### config.mk
export PLATFORM = sky130hd
export DESIGN_NAME = rzba_divider
export DESIGN_NICKNAME = d
export VERILOG_FILES = /design/src/rzba_pkg.sv /design/src/rzba_divider.sv
export SDC_FILE = /design/constraint.sdc
export NUM_CORES = 1
export LEC_CHECK = 0
export ABC_AREA = 0
export BUFFER_PORTS_ARGS = -buffer_cell sky130_fd_sc_hd__buf_4
export CORE_MARGIN = 3
export CORE_UTILIZATION = 63
export CTS_BUF_LIST = sky130_fd_sc_hd__clkbuf_4 sky130_fd_sc_hd__clkbuf_8
export CTS_CLUSTER_SIZE = 20
export DETAILED_ROUTE_END_ITERATION = 7
export PLACE_DENSITY = 0.87
export SLEW_MARGIN = 5
export SYNTH_ARGS = -nofsm -noshare
export SYNTH_HDL_FRONTEND = slang
export SYNTH_SLANG_ARGS = --single-unit
### constraint.sdc
create_clock -name i_clk -period 3.6 [get_ports i_clk]
set_clock_uncertainty 0.15 [all_clocks]
set_input_delay 0.72 -clock i_clk [delete_from_list [all_inputs] [get_ports i_clk]]
set_output_delay 0.72 -clock i_clk [all_outputs]
set_load 0.02 [all_outputs]
### src/rzba_pkg.sv
`timescale 1ns / 1ps
`default_nettype none
// ----------------------------------------------------------------------------
// Rotozoom box average package
// Shared widths, register indexes and operation codes.
// ----------------------------------------------------------------------------
package rzba_pkg;
    localparam int unsigned DefMaxDim  = 1024;
    localparam int unsigned DefMaxSpan = 16;

    localparam int unsigned CfgIdxW = 3;
    localparam logic [CfgIdxW-1:0] CFG_SRC_W  = 3'd0;
    localparam logic [CfgIdxW-1:0] CFG_SRC_H  = 3'd1;
    localparam logic [CfgIdxW-1:0] CFG_OUT_W  = 3'd2;
    localparam logic [CfgIdxW-1:0] CFG_OUT_H  = 3'd3;
    localparam logic [CfgIdxW-1:0] CFG_SIN    = 3'd4;
    localparam logic [CfgIdxW-1:0] CFG_COS    = 3'd5;

    localparam logic OP_LOAD    = 1'b0;
    localparam logic OP_REQUEST = 1'b1;

    localparam int unsigned DimW  = 11;
    localparam int unsigned StepW = 26;
    localparam int unsigned CfgW  = 26;

    // Divider control between the top level and the divide unit.
    typedef struct packed {
        logic        start;
        logic [15:0] dividend;
        logic [12:0] divisor;
    } t_div_req;
endpackage
`default_nettype wire

### src/rzba_divider.sv
`timescale 1ns / 1ps
`default_nettype none
// ----------------------------------------------------------------------------
// Rotozoom box average divider
// Restoring divider, one quotient bit per cycle.
// ----------------------------------------------------------------------------
module rzba_divider (
    input  wire logic              i_clk,
    input  wire logic              i_rst_n,
    input  rzba_pkg::t_div_req     i_req,
    output logic                   o_done,
    output logic [7:0]             o_quot
);
    import rzba_pkg::*;

    logic [15:0] r_num, n_num;
    logic [13:0] r_rem, n_rem;
    logic [12:0] r_den;
    logic [4:0]  r_cnt, n_cnt;
    logic        r_busy, n_busy;
    logic [13:0] w_trial;
    logic [14:0] w_diff;

    // One shift and compare per cycle.
    always_comb begin
        n_num  = r_num;
        n_rem  = r_rem;
        n_cnt  = r_cnt;
        n_busy = r_busy;
        w_trial = {r_rem[12:0], r_num[15]};
        w_diff  = {1'b0, w_trial} - {2'b0, r_den};
        if (r_busy) begin
            n_num = {r_num[14:0], ~w_diff[14]};
            n_rem = w_diff[14] ? w_trial : w_diff[13:0];
            n_cnt = r_cnt - 5'd1;
            if (r_cnt == 5'd1) begin
                n_busy = 1'b0;
            end
        end
    end

    always_ff @(posedge i_clk) begin
        if (!i_rst_n) begin
            r_busy <= 1'b0;
            r_cnt  <= '0;
        end else if (i_req.start) begin
            r_busy <= 1'b1;
            r_cnt  <= 5'd16;
        end else begin
            r_busy <= n_busy;
            r_cnt  <= n_cnt;
        end
        if (i_req.start) begin
            r_num <= i_req.dividend;
            r_rem <= '0;
            r_den <= i_req.divisor;
        end else begin
            r_num <= n_num;
            r_rem <= n_rem;
        end
    end

    assign o_done = r_busy && (r_cnt == 5'd1);
    assign o_quot = n_num[7:0];
endmodule
`default_nettype wire

[After elaboration in Yosys (flattened, before gate mapping)]
Cells that the tools add are included.
Word-level totals
  register bits: 48
  bits of input ports: 32
  output and inout bits: 9
  word-level logic and storage cells: 23
Operators by class
  add/sub/neg operators: 2
  equal/unequal tests: 1
  multiplexer cells: 8
  bitwise gates (word level): 2
  reductions and logical operators: 3
Operators with widths (number)
  $mux 16: 2
  $sub 14x13->15: 1
  $mux 13: 1
  $mux 5: 2
  $eq 5x1->1 const B: 1
  $sub 5x1->5 const B: 1
  $mux 1: 3
  $not 1->1: 2
  $reduce_bool 2->1: 1
  $reduce_or 2->1: 1
  $logic_and 1x1->1: 1

[Longest topological paths before layout]
Gate-level depths: netlist (run 1).
  word-level depth: 4
  depth in mapped cells: 10
  depth with buffers taken out: 9

[Worst setup path before layout (run 1)]
No wires, ideal clock.
  path type: register to output
  start point: reg r_num[15]
  end point: out o_quot[0]
  arrival time: 2.033 ns
  required time: 2.730 ns
  setup slack: 0.697 ns
  cell stages (with the launch flop): 11
  buffers on the path: 1
  cell sequence: edfxtp_1 > inv_1 > ha_1 > fa_1 > nor2b_4 > o211ai_1 > a21oi_2 > o31a_1 > buf_6 > nor3_1 > nor2_1
Between the ends
  cells in the longest elaborated chain, start to end: 3
RTL lines
  start, declared: line rzba_divider.sv:16  | logic [15:0] r_num, n_num;
  start signal, assigned: line rzba_divider.sv:54  | r_num <= i_req.dividend;
  start signal, assigned: line rzba_divider.sv:58  | r_num <= n_num;
  $sub 14x13->15: line rzba_divider.sv:31  | w_diff = {1'b0, w_trial} - {2'b0, r_den};
  $not 1->1: line rzba_divider.sv:33  | n_num = {r_num[14:0], ~w_diff[14]};
  $mux 16: line rzba_divider.sv:32  | if (r_busy) begin
  end, declared: line rzba_divider.sv:12  | output logic [7:0] o_quot
Every way passes these cells. The select of a mux whose other input is x is not followed.

[Worst setup path after layout (run 1)]
Ends and elaborated chain as after synthesis.

==> flow_summary.toml, run 1 <==
[yosys]
synth.yosys.seq_area_share_pct = 44.7
ys_ff_latch = 48
syn_area_um2 = 2620
syn-num-nets = 311
yosys_warnings = 0
synthCells = 263
syn_avg_cell_area_um2 = 9.95
synthFlopType = "dfxtp_1"
synth_edf_count = 21
async_flop_share_pct = 0
ys_types = 52

[drt]
ant_nets = 0
num_vias = 2173
drc_errors = 0
wl_per_cell_um = 16.2
drt-initial-drc-count = 174
first_pass_iters = 4
viasPerCell = 6.10
wl_um = 5770

[clocking]
numCtsBuffers = 5
clk_latency_ns = 0.31
cts_sinks = 48
cts_root_buf = "clkbuf_8"
cts-htree-levels = 2
cts_resized = 0
postCtsSetupBuffers = 0
cts_hold_buf = 0
cts_tree = "yes"
clk_pin_slew_ns = 0.09
clockBufferDepth = 2

[final_layout]
synthToLayoutAreaGrowth_pct = 18.5
drive_gt1_share_pct = 25.0
layout_common_cells = "49 x buf_4, 27 x dfxtp_1, 21 x edfxtp_1, 20 x nor2_1, 20 x inv_1"
seqCellArea_um2 = 1170
mostFrequentLayoutCell = "buf_4"
fillerInstances = 245
fin_nets = 355
fin_cells = 356
multi_input_area_um2 = 1320
n_antenna_cell = 0

[floorplanning]
rows = 22
io_pins = 41
start_util_pct = 68.4
die_area_um2 = 4960
die_h_um = 70.5
core-area_um2 = 3830
fp.dieW_um = 70.5

[global_route]
grt_max_degree = 39
grt.total_usage_pct = 23.8
grt_overflow = 0
grt_pass1_wl_um = 9250
antenna_found_initial = 0
grt_pass1_vias = 2078

[pwr]
peakVddDrop_mv = 0.294
leakagePower_nw = 1.33
powerDensity_nw_per_um2 = 418

[worst_hold_path]
hold_class = "register to register"

[placed_design]
dp_hpwl_um = 4090
gp_congestion = 0.925
io_buffers = 40
placed_cells = 344

[timing]
tns_ns = 0
period_share_pct = 94.1
fin_crit_ns = 3.39
fmax_ghz = 0.295
setup_viol = 0
rsz0062_at_grt = "false"
slew_headroom_pct = 62.5
whs_ns = 0.350
hold_viol = 0
drv_slew = 0
worstMarginPinSlew_ns = 0.561

[critical_path]
crit_chain = "inv_1 > ha_1 > fa_1 > nor2b_4 > o211ai_1 > a21oi_2 > o31a_1 > nor3_1 > nor2_1 > buf_4"
crit_path_end_kind = "output pin"
cp_slowest_cell = "fa_1"
timing_worst_setup_path_type = "register to output pin"
max_stage_delay_ns = 0.42
required_ns = 2.73
crit_fanout = 5
critPathTopFamily = "adder cells"
arrival_ns = 2.52
cp-start-kind = "register"
path_buf_inv = 2

[flow_run]
max_cap_viol_count = 0

[outcome]
run_status = "completed"
worst paths after layout:
kind	to	depth (start not counted)	slack [ns]	start
max	o_quot[0]	10	0.21	r_num[15]
min	r_rem[12]	1	0.35	r_rem[12]
max reg2reg	r_rem[4]	10	0.91	r_num[15]
min reg2reg	r_rem[12]	1	0.35	r_rem[12]
area by class of cell:
type                    count  share of cell area [%]
clock buffers               5                    2.22
clock inverters             3                    1.33
inverters                  20                    2.42
multi-input cells         183                    42.5
flip-flops and latches     48                    37.8
well taps                  48                    1.94
repair buffers             49                    11.9
per-layer routing:
layer  track usage [%]  part of all wire (%)
met5                 0                     0
met1              30.1                    41
met2              38.5                    48
met4              10.6                   2.3
met3              5.47                   8.6
flip-flops by register name, indices dropped and copies added (netlist names):
signal,flops
r_cnt,5
r_busy,1
r_num,16
r_rem,13
r_den,13
stage by stage:
stage	setup slack, ns	utilization [%]	power, W	instance area [µm²]
2_1_floorplan	0.697	-	0.000820	2620
4_1_cts	0.119	80.2	0.00130	3070
3_3_place_gp	0.581	77.4	0.000902	2960
5_1_grt	0.0568	81.0	0.00135	3100
3_5_place_dp	0.464	77.4	0.000912	2960
6_report	0.212	81.0	0.00130	3100
cell families after synthesis:
logic type | after synthesis | synth area share, %
simple gates | 77 | 15.0
fa+ha+maj | 16 | 7.94
flops | 48 | 44.7
compound gates | 66 | 18.0
buf+inv | 32 | 4.97
mux | 14 | 6.02
xor+xnor | 10 | 3.35
cells in the mapped netlist, drive strengths merged, types with 2 or more instances:
master / count / area share (%)
inv: 20 / 2.9
o21ai: 13 / 2.5
and3: 3 / 0.72
nor2: 21 / 3.1
a21oi: 10 / 2.1
o21a: 2 / 0.57
xnor2: 5 / 1.7
edfxtp: 21 / 24
mux2: 14 / 6.0
o211ai: 5 / 1.4
nand2: 19 / 2.7
nor3: 4 / 0.76
a2111oi: 2 / 0.67
a21o: 2 / 0.57
nor4: 4 / 0.96
nand3: 5 / 0.96
dfxtp: 27 / 21
xor2: 5 / 1.7
a22o: 7 / 2.3
o31ai: 4 / 1.1
clkbuf: 8 / 1.1
or2: 2 / 0.48
a311oi: 4 / 1.3
buf: 4 / 0.96
or4: 2 / 0.57
and4: 2 / 0.67
ha: 15 / 7.2
a31oi: 3 / 0.72
nor2b: 6 / 1.7
a21boi: 2 / 0.57
nand2b: 3 / 0.72
nand4: 4 / 0.96
power breakdown:
part / switching (W) / total, W / internal, W
Combinational: 0.000140 / 0.000267 / 0.000127
Clock: 0.000185 / 0.000391 / 0.000206
Sequential: 0.0000233 / 0.000637 / 0.000614
No activity file was read; power rests on OpenSTA's default activity.
==> run 2: changes to the inputs <==
- BUFFER_PORTS_ARGS: -buffer_cell sky130_fd_sc_hd__buf_4 -> default
- CORE_UTILIZATION: 63 -> 66
- DONT_BUFFER_PORTS: default -> 1
- PLACE_DENSITY: 0.87 -> 0.82
- clock period: 3.6 -> 3.8 ns (I/O delays scaled with it)
==> run 2 against run 1 <==
Net effect:
- die area down 4.2%
- sequential power fell by 5.2%
- setup slack worse by 0.028 ns
- design area fell by 12%
- register-to-register slack better by 0.21 ns
- combinational power shrank 25%
- global-route usage increased by 0.61 points
- sequential share of layout area rose by 5.0 points
- power down 14%
- count of clock-buffer cells in the layout is 1 higher
- critical path depth decreased by 1
- via count decreased by 7.7%
- highest routed layer unchanged
==> flow_summary.toml, run 2 (same netlist as run 1, synthesis figures left out) <==
[final_layout]
largest_reg_flops = 16
fin_nets = 310
synthToLayoutAreaGrowth_pct = 4.68
seqCellArea_um2 = 1170
fillerInstances = 264
top_regs = "r_num: 16 flops, r_den: 13 flops, r_rem: 13 flops"
fin_cells = 311
drive_gt1_share_pct = 12.2
max_flop_register = "r_num"
n_antenna_cell = 0
mostFrequentLayoutCell = "dfxtp_1"
multi_input_area_um2 = 1320
layout_common_cells = "27 x dfxtp_1, 21 x edfxtp_1, 20 x nor2_1, 20 x inv_1, 19 x nand2_1"

[global_route]
antenna_found_initial = 0
grt_pass1_vias = 1838
grt_overflow = 0
grt.total_usage_pct = 24.4
grt_pass1_wl_um = 8600
grt_max_degree = 39

[timing]
tns_ns = 0
setup_ws_ns = 0.184
drv_slew = 0
period_share_pct = 95.1
slew_headroom_pct = 64.1
whs_ns = 0.350
rsz0062_at_grt = "false"
fin_crit_ns = 3.62
hold_viol = 0
setup_viol = 0
fmax_ghz = 0.277
worstMarginPinSlew_ns = 0.536

[critical_path]
arrival_ns = 2.71
required_ns = 2.89
cp-start-kind = "register"
crit_fanout = 10
crit_path_end_kind = "output pin"
timing_worst_setup_path_type = "register to output pin"

[drt]
wl_um = 5360
wl_per_cell_um = 17.2
viasPerCell = 6.45
drt-initial-drc-count = 164
drc_errors = 0
first_pass_iters = 4
num_vias = 2006
ant_nets = 0

[placed_design]
dp_hpwl_um = 3860
io_buffers = 0
gp_congestion = 0.907
placed_cells = 303
pre_cts_slack_ns = 0.520

[clocking]
cts_resized = 0
clockBufferDepth = 2
clk_latency_ns = 0.30
cts_hold_buf = 0
clk_pin_slew_ns = 0.09
cts_root_buf = "clkbuf_8"
cts_tree = "yes"
postCtsSetupBuffers = 0
cts_sinks = 48
numCtsBuffers = 5
cts-htree-levels = 2

[floorplanning]
core-area_um2 = 3740
io_pins = 41
start_util_pct = 69.9
die_area_um2 = 4760
rows = 22
die_h_um = 69.0
fp.dieW_um = 69.0

[pwr]
leakagePower_nw = 1.10
powerDensity_nw_per_um2 = 405
finalPower_w = 0.00111
peakVddDrop_mv = 0.279

[outcome]
run_status = "completed"

[worst_hold_path]
hold_class = "register to register"

[flow_run]
max_cap_viol_count = 0
run 2: cell types whose count changed in the layout (fill, tap and decap cells not counted), sizes merged:
cell,previous run,this run
clkbuf,5,6
bufinv,1,0
buf,49,4
run 2: path summary, 6_finish.rpt:
path	from	to	slack (ns)	cells after the start
setup / recovery	r_num[15]	o_quot[0]	0.18	9
hold / removal	r_rem[12]	r_rem[12]	0.35	1
setup reg to reg	r_num[15]	r_rem[3]	1.12	9
hold reg to reg	r_rem[12]	r_rem[12]	0.35	1
run 2: critical path: stages (launching register included):
cell and delay [ns]:
edfxtp_1 0.36, inv_1 0.05, ha_1 0.22, fa_1 0.42, nor2b_4 0.16, o211ai_1 0.13, a21oi_2 0.24, o31a_1 0.37
nor3_1 0.11, nor2_1 0.35
run 2: cell type report:
type / instances / share of cell area [%]
Clock inverter: 2 / 0.411
Inverter: 20 / 2.74
Sequential cell: 48 / 42.7
Multi-Input combinational cell: 183 / 48.0
Clock buffer: 6 / 2.79
Timing Repair Buffer: 4 / 1.10
Tap cell: 48 / 2.19
run 2: per-layer routing:
layer / up-vias / wire length, µm / GRT usage [%]
li1: 968 / - / -
met1: 950 / 2310 / 32.3
met2: 82 / 2620 / 39.3
met3: 6 / 389 / 6.32
met4: 0 / 40 / 6.81
met5: - / 0 / 0
run 2: where the power goes:
| part | switching (W) | internal, W | total [W] |
|---|---|---|---|
| Combinational | 0.000117 | 0.0000837 | 0.000201 |
| Sequential | 0.0000222 | 0.000581 | 0.000604 |
| Clock | 0.000169 | 0.000137 | 0.000305 |
| Total | 0.000308 | 0.000802 | 0.00111 |
run 2: stage by stage:
stage / utilization [%] / cell area, µm²
2_1_floorplan: - / 2620
3_3_place_gp: 70.9 / 2650
3_5_place_dp: 70.9 / 2650
4_1_cts: 73.2 / 2740
5_1_grt: 73.2 / 2740
6_report: 73.2 / 2740
==> run 3: changes to the inputs <==
- CELL_PAD_IN_SITES_DETAIL_PLACEMENT: default -> 0
- CELL_PAD_IN_SITES_GLOBAL_PLACEMENT: default -> 2
- CORE_UTILIZATION: 66 -> 41
- PLACE_DENSITY: 0.82 -> default
- PLACE_DENSITY_LB_ADDON: default -> 0.1
==> run 3 against run 2 <==
Net effect:
- power is 13% higher
- register-to-register slack better by 0.07 ns
- count of clock-buffer cells in the layout stayed put
- first-iteration DRC count is 35% lower
- flip-flop and latch count stayed put
- global-route usage is 8.1 points lower
- setup slack better by 0.080 ns
- critical path type unchanged
- clock power is 49% higher
- utilization is 26 points lower
- cell count is 9.0% higher
==> flow_summary.toml, run 3 (same netlist as run 1, synthesis figures left out) <==
[outcome]
run_status = "completed"

[flow_run]
max_cap_viol_count = 0

[final_layout]
layout_common_cells = "27 x dfxtp_1, 21 x edfxtp_1, 20 x nor2_1, 20 x inv_1, 19 x nand2_1"
top_regs = "r_num: 16 flops, r_den: 13 flops, r_rem: 13 flops"
max_flop_register = "r_num"
seqCellArea_um2 = 1170
n_antenna_cell = 0
multi_input_area_um2 = 1320
synthToLayoutAreaGrowth_pct = 8.17
fin_cells = 339
mostFrequentLayoutCell = "dfxtp_1"
largest_reg_flops = 16
fin_nets = 311
drive_gt1_share_pct = 12.9
fillerInstances = 589

[timing]
setup_viol = 0
slew_headroom_pct = 63.2
period_share_pct = 93.0
hold_viol = 0
worstMarginPinSlew_ns = 0.549
tns_ns = 0
drv_slew = 0
fin_crit_ns = 3.54
fmax_ghz = 0.283
rsz0062_at_grt = "false"

[worst_hold_path]
hold_class = "register to register"
hp-start = "r_cnt[1]"

[critical_path]
arrival_ns = 2.63
cp-start-kind = "register"
timing_worst_setup_path_type = "register to output pin"
crit_path_start = "r_num[15]"
r2r-start = "r_num[15]"
required_ns = 2.89
crit_path_end_kind = "output pin"
crit_fanout = 10

[clocking]
clk_latency_ns = 0.31
cts_root_buf = "clkbuf_8"
cts-htree-levels = 2
clk_pin_slew_ns = 0.10
cts_hold_buf = 0
clockBufferDepth = 2
cts_tree = "yes"
cts_sinks = 48
numCtsBuffers = 5

[global_route]
grt_pass1_vias = 1873
grt_pass1_wl_um = 9420
grt_max_degree = 39
antenna_found_initial = 0
grt.total_usage_pct = 16.3
grt_overflow = 0

[pwr]
peakVddDrop_mv = 0.214
leakagePower_nw = 1.12
powerDensity_nw_per_um2 = 443

[placed_design]
placed_cells = 331
dp_hpwl_um = 3980
gp_congestion = 0.764
io_buffers = 0

[drt]
wl_um = 5710
wl_per_cell_um = 16.8
drt-initial-drc-count = 106
ant_nets = 0
viasPerCell = 5.76
num_vias = 1954
first_pass_iters = 4
drc_errors = 0

[floorplanning]
die_h_um = 85.9
die_area_um2 = 7380
core-area_um2 = 6060
fp.dieW_um = 85.9
rows = 28
start_util_pct = 43.2
io_pins = 41
## run 3: cell types whose count changed in the layout (fill, tap and decap cells not counted)
cell,before,now
clkinv_2,1,0
o31a_1,1,0
bufinv_16,0,2
inv_4,1,0
o31a_2,0,1
buf_4,4,5
## run 3: final timing paths
check             cells past startpoint        end  slack [ns]
setup reg to reg                     10   r_rem[1]        1.19
hold reg to reg                       2   r_cnt[1]        0.35
hold / removal                        2   r_cnt[1]        0.35
setup / recovery                      9  o_quot[0]        0.26
## run 3: timing repair
action | 4_1_cts | 5_1_grt
resized for setup | 0 | 1
setup buffers | 0 | 0
endpoints found under the setup margin | 0 | 1
## run 3: final cells by class
class / count / share of cell area, %
flip-flops and latches: 48 / 41.4
inverters: 20 / 2.65
clock buffers: 6 / 2.70
clock inverters: 2 / 2.12
repair buffers: 5 / 1.33
multi-input cells: 183 / 46.5
well taps: 75 / 3.31
## run 3: report_power, final
part / switching [W] / internal [W]
Sequential: 0.0000180 / 0.000581
Combinational: 0.000118 / 0.0000840
Clock: 0.000183 / 0.000270
## run 3: worst max-delay path, cell delays in order, from the launching register on
cell	delay [ns]
edfxtp_1	0.37
inv_1	0.05
ha_1	0.21
fa_1	0.42
nor2b_4	0.16
o211ai_1	0.13
a21oi_2	0.23
o31a_2	0.29
nor3_1	0.10
nor2_1	0.34
## run 3: layer usage
layer  wire length [µm]  vias to the layer above  track usage [%]
li1                   -                      973                -
met1               2820                      931             23.2
met2               2550                       40             24.1
met3                250                       10             3.75
met4                 93                        0             5.90
met5                  0                        -                0
## run 3: metrics by stage
step           cell area, µm²  total power [W]  utilization (%)  setup slack (ns)  hold WS, ns
2_1_floorplan            2620         0.000777                -             0.857        0.311
3_3_place_gp             2690         0.000815             44.4             0.582        0.330
3_5_place_dp             2690         0.000814             44.4             0.487        0.334
4_1_cts                  2830          0.00127             46.7             0.109        0.345
5_1_grt                  2830          0.00131             46.7            0.0712        0.356
6_report                 2830          0.00125             46.7             0.264        0.351
